File: config.mk
export PLATFORM = sky130hd
export DESIGN_NAME = selective_repeat_receiver_window
export DESIGN_NICKNAME = d
export VERILOG_FILES = /design/src/design/srw_pkg.sv /design/src/design/srw_frame_prep.sv /design/src/design/selective_repeat_receiver_window.sv
export VERILOG_INCLUDE_DIRS = /design/src /design/src/design
export SDC_FILE = /design/constraint.sdc
export NUM_CORES = 1
export LEC_CHECK = 0
export BUFFER_PORTS_ARGS = -buffer_cell sky130_fd_sc_hd__buf_2
export CORE_UTILIZATION = 45
export DETAILED_ROUTE_END_ITERATION = 16
export SLEW_MARGIN = 20
export SYNTH_ARGS = -nofsm -noshare
export SYNTH_HDL_FRONTEND = slang
export SYNTH_SLANG_ARGS = --single-unit
File: constraint.sdc
create_clock -name clk -period 17 [get_ports clk]
set_input_delay 2.55 -clock clk [delete_from_list [all_inputs] [get_ports clk]]
set_output_delay 2.55 -clock clk [all_outputs]
set_load 0.005 [all_outputs]
File: src/design/selective_repeat_receiver_window_defines.svh
// assertion macros shared by the receive window rtl
`ifndef SELECTIVE_REPEAT_RECEIVER_WINDOW_DEFINES_SVH
`define SELECTIVE_REPEAT_RECEIVER_WINDOW_DEFINES_SVH

// same-cycle implication
`define SRW_ASSERT_NOW(label, clk_s, rst_s, ante, cons) \
    label: assert property (@(posedge clk_s) disable iff (!rst_s) (ante) |-> (cons)) \
        else $error("receive window assertion failed");

// next-cycle implication
`define SRW_ASSERT_NEXT(label, clk_s, rst_s, ante, cons) \
    label: assert property (@(posedge clk_s) disable iff (!rst_s) (ante) |=> (cons)) \
        else $error("receive window assertion failed");

`endif

File: src/design/srw_pkg.sv
// types and constants of the selective repeat receive window
`timescale 1ns / 1ps

package srw_pkg;

    localparam int SEQ_IN_W        = 4;
    localparam int SEQ_COUNT_DEF   = 16;
    localparam int WINDOW_DEF      = 8;
    localparam int CHUNK_BYTES     = 3;
    localparam int FIELD_BYTES     = 3;
    localparam int LEN_CAP         = (CHUNK_BYTES < FIELD_BYTES) ? CHUNK_BYTES : FIELD_BYTES;

    typedef struct packed {
        logic [3:0] seq_index;
        logic [1:0] payload_len;
        logic [7:0] byte_zero;
        logic [7:0] byte_one;
        logic [7:0] byte_two;
    } frame_t;

    typedef struct packed {
        logic       is_ack;
        logic [3:0] ack_index;
        logic [1:0] chunk_len;
        logic [7:0] chunk_zero;
        logic [7:0] chunk_one;
        logic [7:0] chunk_two;
        logic       last;
    } result_t;

    // stored form of one slot
    typedef struct packed {
        logic [7:0] b_two;
        logic [7:0] b_one;
        logic [7:0] b_zero;
        logic [1:0] len;
    } chunk_t;

    typedef struct packed {
        logic in_window;
        logic is_expected;
    } prep_flags_t;

endpackage

File: src/design/srw_frame_prep.sv
// frame decode: slot reduction, length clamp, window distance check
`timescale 1ns / 1ps

module srw_frame_prep #(
    parameter int SEQ_COUNT = srw_pkg::SEQ_COUNT_DEF,
    parameter int WINDOW    = srw_pkg::WINDOW_DEF,
    localparam int IDX_W    = $clog2(SEQ_COUNT)
) (
    input  srw_pkg::frame_t      frame,
    input  logic [IDX_W-1:0]     expected,
    output logic [IDX_W-1:0]     idx,
    output srw_pkg::chunk_t      chunk,
    output srw_pkg::prep_flags_t flags
);

    localparam int MW        = ((IDX_W > srw_pkg::SEQ_IN_W) ? IDX_W : srw_pkg::SEQ_IN_W) + 1;
    localparam int SEQ_MAX   = (1 << srw_pkg::SEQ_IN_W) - 1;
    localparam int MOD_STEPS = SEQ_MAX / SEQ_COUNT;
    localparam int DW        = (IDX_W + 1 > 8) ? IDX_W + 1 : 8;

    logic [MW-1:0]    red;
    logic [IDX_W:0]   diff;
    logic [IDX_W:0]   span;
    logic [DW-1:0]    dist_w;
    logic [1:0]       len;

    // index reduced by at most SEQ_MAX / SEQ_COUNT conditional subtracts
    always_comb
    begin
        red = MW'(frame.seq_index);
        for (int k = 0; k < MOD_STEPS; k++)
        begin
            if (red >= MW'(SEQ_COUNT))
            begin
                red = red - MW'(SEQ_COUNT);
            end
        end
        idx = red[IDX_W-1:0];
    end

    always_comb
    begin
        diff = {1'b0, idx} - {1'b0, expected};
        if (diff[IDX_W])
        begin
            span = diff + (IDX_W + 1)'(SEQ_COUNT);
        end
        else
        begin
            span = diff;
        end
        dist_w            = DW'(span);
        flags.in_window   = dist_w < DW'(WINDOW);
        flags.is_expected = (idx == expected);
    end

    always_comb
    begin
        if (frame.payload_len > 2'(srw_pkg::LEN_CAP))
        begin
            len = 2'(srw_pkg::LEN_CAP);
        end
        else
        begin
            len = frame.payload_len;
        end
        chunk.len    = len;
        chunk.b_zero = (len > 2'd0) ? frame.byte_zero : 8'h00;
        chunk.b_one  = (len > 2'd1) ? frame.byte_one  : 8'h00;
        chunk.b_two  = (len > 2'd2) ? frame.byte_two  : 8'h00;
    end

endmodule

File: src/design/selective_repeat_receiver_window.sv
// after accept, S_WALK or S_ACK registers the first result once the output is free
// a new frame is stalled until the walk or the ack of the last frame is done
// delivery walk reads one slot a cycle unless stalled, via the single chunk memory read port
// the ack register parts the sides: the next frame is taken while an ack waits
// reset clears the expected slot, all used flags and the output; chunk memory is not cleared
`timescale 1ns / 1ps
`include "selective_repeat_receiver_window_defines.svh"

module selective_repeat_receiver_window #(
    parameter int SEQ_COUNT = srw_pkg::SEQ_COUNT_DEF,
    parameter int WINDOW    = srw_pkg::WINDOW_DEF
) (
    input  logic             clk,
    input  logic             rst_n,
    input  logic             frame_valid,
    output logic             frame_stall,
    input  srw_pkg::frame_t  frame,
    output logic             result_valid,
    input  logic             result_stall,
    output srw_pkg::result_t result
);

    localparam int IDX_W = $clog2(SEQ_COUNT);
    localparam int CNT_W = $clog2(WINDOW + 1);

    typedef enum logic [1:0] {
        S_IDLE,
        S_WALK,
        S_ACK
    } state_t;

    state_t               state_reg, state_next;
    logic [IDX_W-1:0]     exp_reg, exp_next;
    logic [CNT_W-1:0]     cnt_reg, cnt_next;
    logic [SEQ_COUNT-1:0] full_reg, full_next;
    logic                 out_valid_reg, out_valid_next;
    logic                 out_ack_reg, out_ack_next;
    logic [3:0]           ack_idx_reg, ack_idx_next;
    logic [3:0]           frame_idx_reg, frame_idx_next;

    srw_pkg::chunk_t      chunk_mem [SEQ_COUNT];
    srw_pkg::chunk_t      chunk_rd_reg;
    logic                 mem_we;
    logic                 mem_re;

    logic [IDX_W-1:0]     idx;
    srw_pkg::chunk_t      chunk_in;
    srw_pkg::prep_flags_t flags;
    logic                 in_accept;
    logic                 out_free;

    srw_frame_prep #(
        .SEQ_COUNT (SEQ_COUNT),
        .WINDOW    (WINDOW)
    ) u_prep (
        .frame    (frame),
        .expected (exp_reg),
        .idx      (idx),
        .chunk    (chunk_in),
        .flags    (flags)
    );

    assign frame_stall = (state_reg != S_IDLE);
    assign in_accept   = frame_valid && (state_reg == S_IDLE);
    assign out_free    = !out_valid_reg || !result_stall;

    always_comb
    begin
        state_next     = state_reg;
        exp_next       = exp_reg;
        cnt_next       = cnt_reg;
        full_next      = full_reg;
        out_valid_next = out_valid_reg && result_stall;
        out_ack_next   = out_ack_reg;
        ack_idx_next   = ack_idx_reg;
        frame_idx_next = frame_idx_reg;
        mem_we         = 1'b0;
        mem_re         = 1'b0;
        unique case (state_reg)
            S_IDLE:
            begin
                if (in_accept)
                begin
                    // kept apart from the ack register, which may still wait
                    frame_idx_next = frame.seq_index;
                    if (flags.in_window && !full_reg[idx])
                    begin
                        mem_we         = 1'b1;
                        full_next[idx] = 1'b1;
                    end
                    if (flags.in_window && flags.is_expected)
                    begin
                        state_next = S_WALK;
                        cnt_next   = '0;
                    end
                    else
                    begin
                        state_next = S_ACK;
                    end
                end
            end
            S_WALK:
            begin
                if (out_free)
                begin
                    if (full_reg[exp_reg] && (cnt_reg < CNT_W'(WINDOW)))
                    begin
                        mem_re             = 1'b1;
                        full_next[exp_reg] = 1'b0;
                        exp_next           = (exp_reg == IDX_W'(SEQ_COUNT - 1)) ?
                                             '0 : exp_reg + IDX_W'(1);
                        cnt_next           = cnt_reg + CNT_W'(1);
                        out_valid_next     = 1'b1;
                        out_ack_next       = 1'b0;
                    end
                    else
                    begin
                        out_valid_next = 1'b1;
                        out_ack_next   = 1'b1;
                        ack_idx_next   = frame_idx_reg;
                        state_next     = S_IDLE;
                    end
                end
            end
            S_ACK:
            begin
                if (out_free)
                begin
                    out_valid_next = 1'b1;
                    out_ack_next   = 1'b1;
                    ack_idx_next   = frame_idx_reg;
                    state_next     = S_IDLE;
                end
            end
            default:
            begin
                state_next = S_IDLE;
            end
        endcase
    end

    always_ff @(posedge clk or negedge rst_n)
    begin
        if (!rst_n)
        begin
            state_reg     <= S_IDLE;
            exp_reg       <= '0;
            cnt_reg       <= '0;
            full_reg      <= '0;
            out_valid_reg <= 1'b0;
            out_ack_reg   <= 1'b0;
            ack_idx_reg   <= '0;
            frame_idx_reg <= '0;
        end
        else
        begin
            state_reg     <= state_next;
            exp_reg       <= exp_next;
            cnt_reg       <= cnt_next;
            full_reg      <= full_next;
            out_valid_reg <= out_valid_next;
            out_ack_reg   <= out_ack_next;
            ack_idx_reg   <= ack_idx_next;
            frame_idx_reg <= frame_idx_next;
        end
    end

    // chunk memory, registered read; the walk reads only after the write edge
    always_ff @(posedge clk)
    begin
        if (mem_we)
        begin
            chunk_mem[idx] <= chunk_in;
        end
        if (mem_re)
        begin
            chunk_rd_reg <= chunk_mem[exp_reg];
        end
    end

    assign result_valid      = out_valid_reg;
    assign result.is_ack     = out_ack_reg;
    assign result.ack_index  = out_ack_reg ? ack_idx_reg : 4'h0;
    assign result.chunk_len  = out_ack_reg ? 2'd0 : chunk_rd_reg.len;
    assign result.chunk_zero = out_ack_reg ? 8'h00 : chunk_rd_reg.b_zero;
    assign result.chunk_one  = out_ack_reg ? 8'h00 : chunk_rd_reg.b_one;
    assign result.chunk_two  = out_ack_reg ? 8'h00 : chunk_rd_reg.b_two;
    assign result.last       = out_ack_reg;

    // a pending result while idle can only be the ack of the previous frame
    `SRW_ASSERT_NOW(a_idle_holds_ack, clk, rst_n, (state_reg == S_IDLE) && out_valid_reg, out_ack_reg)
    `SRW_ASSERT_NEXT(a_busy_after_accept, clk, rst_n, frame_valid && !frame_stall, frame_stall)
    `SRW_ASSERT_NEXT(a_exp_moves_in_walk, clk, rst_n, state_reg != S_WALK, exp_reg == $past(exp_reg))
    `SRW_ASSERT_NOW(a_walk_bounded, clk, rst_n, 1'b1, cnt_reg <= CNT_W'(WINDOW))

endmodule
==> results of run 1 <==
[final cells by class]
cell class / instances / area (um^2)
fill: 3267 / 20100
sequential: 478 / 14200
multi-input combinational: 376 / 4800
clock buffer: 58 / 1280
tap: 539 / 674
timing repair buffer: 92 / 543
clock inverter: 31 / 340
inverter: 16 / 60.1
antenna: 1 / 2.50
[synthesized netlist by cell type (8+ instances only)]
cell / n
nor2_1: 13
nor2b_1: 39
nand3_1: 9
ha_1: 11
nor4_1: 10
inv_1: 16
nor3_1: 15
buf_2: 10
a21oi_1: 8
a31oi_1: 9
clkbuf_1: 30
nand2_1: 17
nand2b_1: 8
mux4_2: 134
buf_1: 12
and2_1: 12
dfrtp_1: 36
edfxtp_1: 442
and3_1: 11
[through the flow]
| step | instance area [um^2] | cells |
|---|---|---|
| CTS | 21800 | 1589 |
| floorplan | 19100 | 925 |
| global route | 21900 | 1590 |
| finish | 21900 | 1591 |
| global placement | 20200 | 1500 |
| detailed placement | 20200 | 1500 |
[routing by layer]
metal	wire (um)	share of wire	vias up	GRT usage
li1	-	-	4017	-
met5	0	0	-	0
met1	20800	0.49	4987	0.336
met4	658	0.015	0	0.0480
met3	2980	0.070	56	0.0405
met2	18200	0.43	337	0.276
[power by group]
part	switching, mW	internal [mW]
registers	0.103	1.37
logic	0.448	0.415
clock network	0.453	0.632
[worst min path at each step]
stage,from,end,slack (ns),cells after the start
floorplan,frame_idx_reg[0],frame_idx_reg[0],0.45,2
global placement,ack_idx_reg[0],ack_idx_reg[0],0.47,1
detailed placement,ack_idx_reg[0],ack_idx_reg[0],0.48,1
CTS,ack_idx_reg[0],ack_idx_reg[0],0.49,1
global route,frame_idx_reg[1],ack_idx_reg[1],0.51,1
finish,ack_idx_reg[2],ack_idx_reg[2],0.48,1
[placed cells by master (no fill, tap or decap), types with 8 or more instances in the layout]
cell	count
mux4_2	134
a31oi_1	9
and2_1	12
clkbuf_1	8
nor3_2	8
buf_4	24
a21oi_1	8
nand2b_1	8
edfxtp_1	442
nand2_1	17
nor2b_1	32
ha_1	11
clkinv_1	10
nand3_1	9
inv_1	16
and3_1	11
nor2_1	13
dfrtp_1	31
clkbuf_16	50
buf_2	67
[logic make-up after synthesis]
kind of cell / Yosys count
DFF: 478
muxes: 150
and+or+nand+nor: 145
buffers and inverters: 71
AOI/OAI and AO/OA: 68
adders and majority gates: 11
xor gates and xnor gates: 2
==> reports/metrics.yaml, run 1 <==
fin_ws_ns: 11.82
largest_reg_flops: 416
drive_gt1_frac: 0.326
antenna_found_initial: 7
synth-compound-area-share: 0.0272
core_um2: 41900
synth_edf_count: 442
synth_top_family_by_area: "multiplexers"
cpMaxStageDelayCell: "nor3_2"
cpMostUsedCell: "buf_4"
die_y_um: 208
worst-path-stages: 9
clk_latency_ns: 0.60
firstDrtPassIters: 5
synth_xor_area_frac: 0.000915
crit_buf_inv: 3
clock-sinks: 478
yosysWarnings: 0
rr_worst_depth: 9
synthTopCellsByArea: "edfxtp_1 69%, mux4_2 16%, dfrtp_1 4.7%, nor2b_1 1.3%, ha_1 0.72%"
grt_pass1_wl_um: 63600
start_kind: "primary input"
period_share: 0.305
startpoint: "frame[27]"
cts_tree: "yes"
cts-root-buf: "clkbuf_16"
min_path_type: "flop to flop"
skew_ns: 0.0268
max_cap_viol_count: 0
p_leak_nw: 7.19
area_growth_pct: 14.3
irDropWorstVdd_mv: 0.0869
crit_path_end_kind: "flop"
drt_iter0_markers: 890
synthMuxAreaShare: 0.167
endpoint: "chunk_mem[12][14]"
drt_wl_total_um: 42600
max_slew_margin: 0.292
avgSynthCellArea_um2: 20.7
drc: 0
cp_top_family: "simple AND/OR/NAND/NOR gates"
yosys.area_share.simple: 0.0425
portBuffers: 67
clk_path_buf_depth: 3
dieArea_um2: 43400
fin_crit_ns: 5.18
run_status: "finished, final reports clean"
reg2reg_slack_ns: 12.50
synthesis.nets: 970
grt_max_degree: 70
utilization: 0.522
rows: 75
fin_tns_setup_ns: 0
ant_nets: 0
hold_slack_ns: 0.485
post_drt_wl_per_cell_um: 26.8
cp_data_required_time_ns: 17.26
arrival_ns: 5.44
vias: 9397
initial_core_util: 0.456
synth_ff_type: "edfxtp_1"
r2r-start: "exp_reg[1]"
max_freq_ghz: 0.193
synth_fa_ha_area_frac: 0.00719
slew_violations: 0
ys_seq_area_frac: 0.740
async_flop_share: 0.0753
reg2reg_to: "chunk_mem[12][14]"
die_w_um: 208
syn_area_um2: 19100
grt.overflow.total: 0
synth_top_area_share: 0.693
setup_viol: 0
nNetsFinal: 1058
grt_pass1_vias: 9395
synth_cell_type_count: 53
cpPeakStageDelay_ns: 0.80
hold_viol_final: 0
synth-seq-cells: 478
post-cts-setup-buffer-count: 0
ioPinCount: 68
p_per_area_nw_per_um2: 156
crit_fanout: 18
clk_pin_slew_worst_paths_ns: 0.06
cts_resized: 0
crit_path_cell_trace: "buf_2, ha_1, nor2b_1, o21a_1, nor3_1, o21ai_2, buf_4, nor3_2, buf_4"
max_slew.worst_pin.slew_ns: 1.06
track_usage: 0.204
cts_max_level: 2
syn_inst: 925
vias_per_cell: 5.91
pre_cts_ws_ns: 11.15
p_total_mw: 3.42
crit_type: "primary input to flop"
rsz0062_at_grt: "no"
place.gp.congestion: 0.872
yosys.area.top_type: "edfxtp_1"
cts_made_buffers: 49
cts_hold_repair.buffers: 0
dp_hpwl_um: 26700
Note: power is estimated with default switching activity, not from simulation.
==> run 2: changes to the inputs <==
--- a/config.mk
+++ b/config.mk
@@ -6,6 +6,7 @@
 export SDC_FILE = /design/constraint.sdc
 export NUM_CORES = 1
 export LEC_CHECK = 0
+export ABC_AREA = 1
 export BUFFER_PORTS_ARGS = -buffer_cell sky130_fd_sc_hd__buf_2
 export CORE_UTILIZATION = 45
 export DETAILED_ROUTE_END_ITERATION = 16
==> constraint.sdc (replaced) <==
create_clock -name clk -period 4.36 [get_ports clk]
set_input_delay 0.654 -clock clk [delete_from_list [all_inputs] [get_ports clk]]
set_output_delay 0.654 -clock clk [all_outputs]
set_load 0.005 [all_outputs]
==> run 2 against run 1 <==
Against the previous run: via count increased by 43%; largest cell class unchanged; final area increased by 2.6%; critical path depth increased by 1; sequential share of layout area decreased by 1.6 points; first-iteration DRC count increased by 61%; critical path type is now flop to flop; count of clock-buffer cells in the layout decreased by 2; clock skew decreased by 0.0023 ns; hold slack got worse by 0.31 ns.
==> reports/metrics.yaml, run 2 <==
run_status: "finished, final reports clean"  # unchanged
place.gp.congestion: 0.919  # was 0.872
hold_viol_final: 0  # unchanged
cpMaxStageDelayCell: "dfrtp_1"  # was nor3_2
p_leak_nw: 8.18  # was 7.19 nW
async_flop_share: 0.0753  # unchanged
start_kind: "flop"  # was primary input
crit_path_end_kind: "flop"  # unchanged
portBuffers: 67  # unchanged
setup_viol: 0  # unchanged
synth_top_area_share: 0.667  # was 0.693
initial_core_util: 0.459  # was 0.456
synth_edf_count: 442  # unchanged
diodes: 0  # was 1
yosys-top-cells-count: "442 x edfxtp_1, 285 x nor2_1, 267 x o21ai_0, 251 x nand2_1, 116 x inv_1"  # was 442 x edfxtp_1, 134 x mux4_2, 39 x nor2b_1, 36 x dfrtp_1, 30 x clkbuf_1
largest_reg_flops: 416  # unchanged
final_common_cell: "edfxtp_1"  # unchanged
rows: 76  # was 75
p_per_area_nw_per_um2: 497  # was 156 nW/um^2
die_w_um: 212  # was 208 um
syn_area_um2: 19900  # was 19,100 um^2
ioPinCount: 68  # unchanged
cts_tree: "yes"  # unchanged
area_growth_pct: 12.8  # was 14.3%
drt_iter0_markers: 1436  # was 890
vias: 13400  # was 9,397
crit_fanout: 16  # was 18
crit_path_cell_trace: "inv_1, ha_1, a21oi_1, nand3_1, nand2_1, nand2_2, or3_1, buf_4, nor2_4, buf_4"  # was buf_2, ha_1, nor2b_1, o21a_1, nor3_1, o21ai_2, buf_4, nor3_2, buf_4
grt_pass1_wl_um: 76700  # was 63,600 um
die_y_um: 212  # was 208 um
cts_max_level: 2  # unchanged
drc: 0  # unchanged
period_share: 0.769
post_drt_wl_per_cell_um: 21.2  # was 26.8 um
endpoint: "chunk_mem[0][3]"  # was chunk_mem[12][14]
post-cts-setup-buffer-count: 0  # unchanged
rr_worst_depth: 10  # was 9
cts_hold_repair.buffers: 0  # unchanged
fin_crit_ns: 3.35
synth_cell_type_count: 32  # was 53
reg2reg_to: "chunk_mem[0][3]"  # was chunk_mem[12][14]
grt.overflow.total: 0  # unchanged
clk_latency_ns: 0.59  # was 0.60 ns
yosysWarnings: 0  # unchanged
dp_hpwl_um: 30900  # was 26,700 um
firstDrtPassIters: 6  # was 5
slew_violations: 0  # unchanged
startpoint: "exp_reg[2]"  # was frame[27]
drive_gt1_frac: 0.115  # was 0.326
max_cap_viol_count: 0  # unchanged
clk_pin_slew_worst_paths_ns: 0.06  # about the same
cpPeakStageDelay_ns: 0.54  # was 0.80 ns
grt_pass1_vias: 12800  # was 9,395
drt_wl_total_um: 50800  # was 42,600 um
rsz0062_at_grt: "no"  # unchanged
cts_resized: 0  # unchanged
arrival_ns: 3.61  # was 5.44 ns
reg2reg_slack_ns: 1.01  # was 12.50 ns
ant_nets: 0  # unchanged
crit_type: "flop to flop"  # was primary input to flop
clock-sinks: 478  # unchanged
core_um2: 43400  # was 41,900 um^2
avgSynthCellArea_um2: 11.6  # was 20.7 um^2
syn_inst: 1722  # was 925
synth-seq-cells: 478  # unchanged
cp_data_required_time_ns: 4.62  # was 17.26 ns
max_slew_margin: 0.341  # was 0.292
p_total_mw: 11.2  # was 3.42 mW
cpMostUsedCell: "buf_4"  # unchanged
hold_slack_ns: 0.175  # was 0.485 ns
synthesis.nets: 1767  # was 970
grt_max_degree: 190  # was 70
antenna_found_initial: 0  # was 7
yosys.area.top_type: "edfxtp_1"  # unchanged
synth_ff_type: "edfxtp_1"  # unchanged
max_freq_ghz: 0.298
layout_common_cells: "442 x edfxtp_1, 278 x nor2_1, 267 x o21ai_0"  # was 442 x edfxtp_1, 134 x mux4_2, 67 x buf_2
cts-root-buf: "clkbuf_16"  # unchanged
vias_per_cell: 5.59  # was 5.91
synthTopCellsByArea: "edfxtp_1 67%, o21ai_0 6.7%, nor2_1 5.4%, nand2_1 4.7%, dfrtp_1 4.5%"  # was edfxtp_1 69%, mux4_2 16%, dfrtp_1 4.7%, nor2b_1 1.3%, ha_1 0.72%
clk_path_buf_depth: 3  # unchanged
track_usage: 0.229  # was 0.204
synth.most_common_cell: "edfxtp_1"  # unchanged
r2r-start: "exp_reg[2]"  # was exp_reg[1]
cts_made_buffers: 49  # unchanged
nNetsFinal: 1823  # was 1,058
skew_ns: 0.0246  # was 0.0268 ns
fin_tns_setup_ns: 0  # unchanged
dieArea_um2: 45100  # was 43,400 um^2
max_slew.worst_pin.slew_ns: 0.989  # was 1.06 ns
ys_seq_area_frac: 0.712  # was 0.740
min_path_type: "primary input to async pin"  # was flop to flop
irDropWorstVdd_mv: 0.342  # was 0.0869 mV
-- run 2: cell count changes in the layout (fill, tap and decap cells not counted), sizes merged, moves of 12 or more --
cell | before | now
and3 | 12 | 0
nor2 | 14 | 300
inv | 17 | 122
nand4 | 3 | 53
nor3 | 15 | 0
buf | 92 | 107
o21ai | 10 | 269
mux4 | 134 | 0
nor2b | 39 | 0
o22ai | 7 | 104
and2 | 12 | 0
nand2 | 17 | 255
-- run 2: power by group --
group          internal (mW)  leakage (nW)  switching [mW]
Sequential              5.18          4.49           0.194
Combinational          0.572          2.96            1.29
Clock                   2.18         0.726            1.74
Total                   7.93          8.18            3.23
-- run 2: critical path, delay by kind of cell (launching register included) --
family	cells	cell delay, ns
and+or+nand+nor	5	1.14
AOI/OAI and AO/OA	1	0.20
buffers and inverters	3	0.79
DFF	1	0.54
adders and majority gates	1	0.34
-- run 2: cell type report --
cell class | count | area (um^2)
clock buffer | 56 | 1250
sequential | 478 | 14200
timing repair buffer | 107 | 686
inverter | 119 | 457
fill | 3808 | 20900
tap | 585 | 732
multi-input combinational | 1023 | 4920
clock inverter | 32 | 221
-- run 2: how the worst min path moves through the flow --
stage / depth (start not counted) / endpoint / startpoint / slack [ns]
global placement: 2 / ack_idx_reg[1] / ack_idx_reg[1] / 0.46
global route: 1 / cnt_reg[2] / rst_n / 0.23
finish: 1 / cnt_reg[2] / rst_n / 0.17
CTS: 1 / full_reg[7] / rst_n / 0.19
detailed placement: 2 / cnt_reg[3] / cnt_reg[3] / 0.47
floorplan: 0 / ack_idx_reg[0] / rst_n / 0.36
-- run 2: routing by layer --
layer / vias up / GRT usage / part of all wire
met5: - / 0 / 0
met2: 513 / 0.347 / 0.45
li1: 6190 / - / -
met4: 0 / 0.0729 / 0.026
met1: 6627 / 0.332 / 0.45
met3: 95 / 0.0445 / 0.080
-- run 2: kinds of logic after synthesis --
kind of cell | Yosys count | synth area share
AND/OR/NAND/NOR | 631 | 0.133
flip-flops | 478 | 0.712
AO/OA/AOI/OAI | 377 | 0.102
buffers and inverters | 221 | 0.0444
adder cells (fa/ha/maj) | 11 | 0.00691
XOR/XNOR | 4 | 0.00176
-- run 2: per-stage QoR --
| step | area [um^2] | util | instances | worst slack, ns |
|---|---|---|---|---|
| 6_report | 22500 | 0.518 | 2400 | 1.01 |
| 5_1_grt | 22500 | 0.518 | 2400 | 0.814 |
| 4_1_cts | 22500 | 0.518 | 2400 | 1.03 |
| 3_5_place_dp | 21000 | 0.484 | 2312 | 0.878 |
| 3_3_place_gp | 21000 | 0.484 | 2312 | 0.899 |
| 2_1_floorplan | 19900 | - | 1722 | 0.494 |
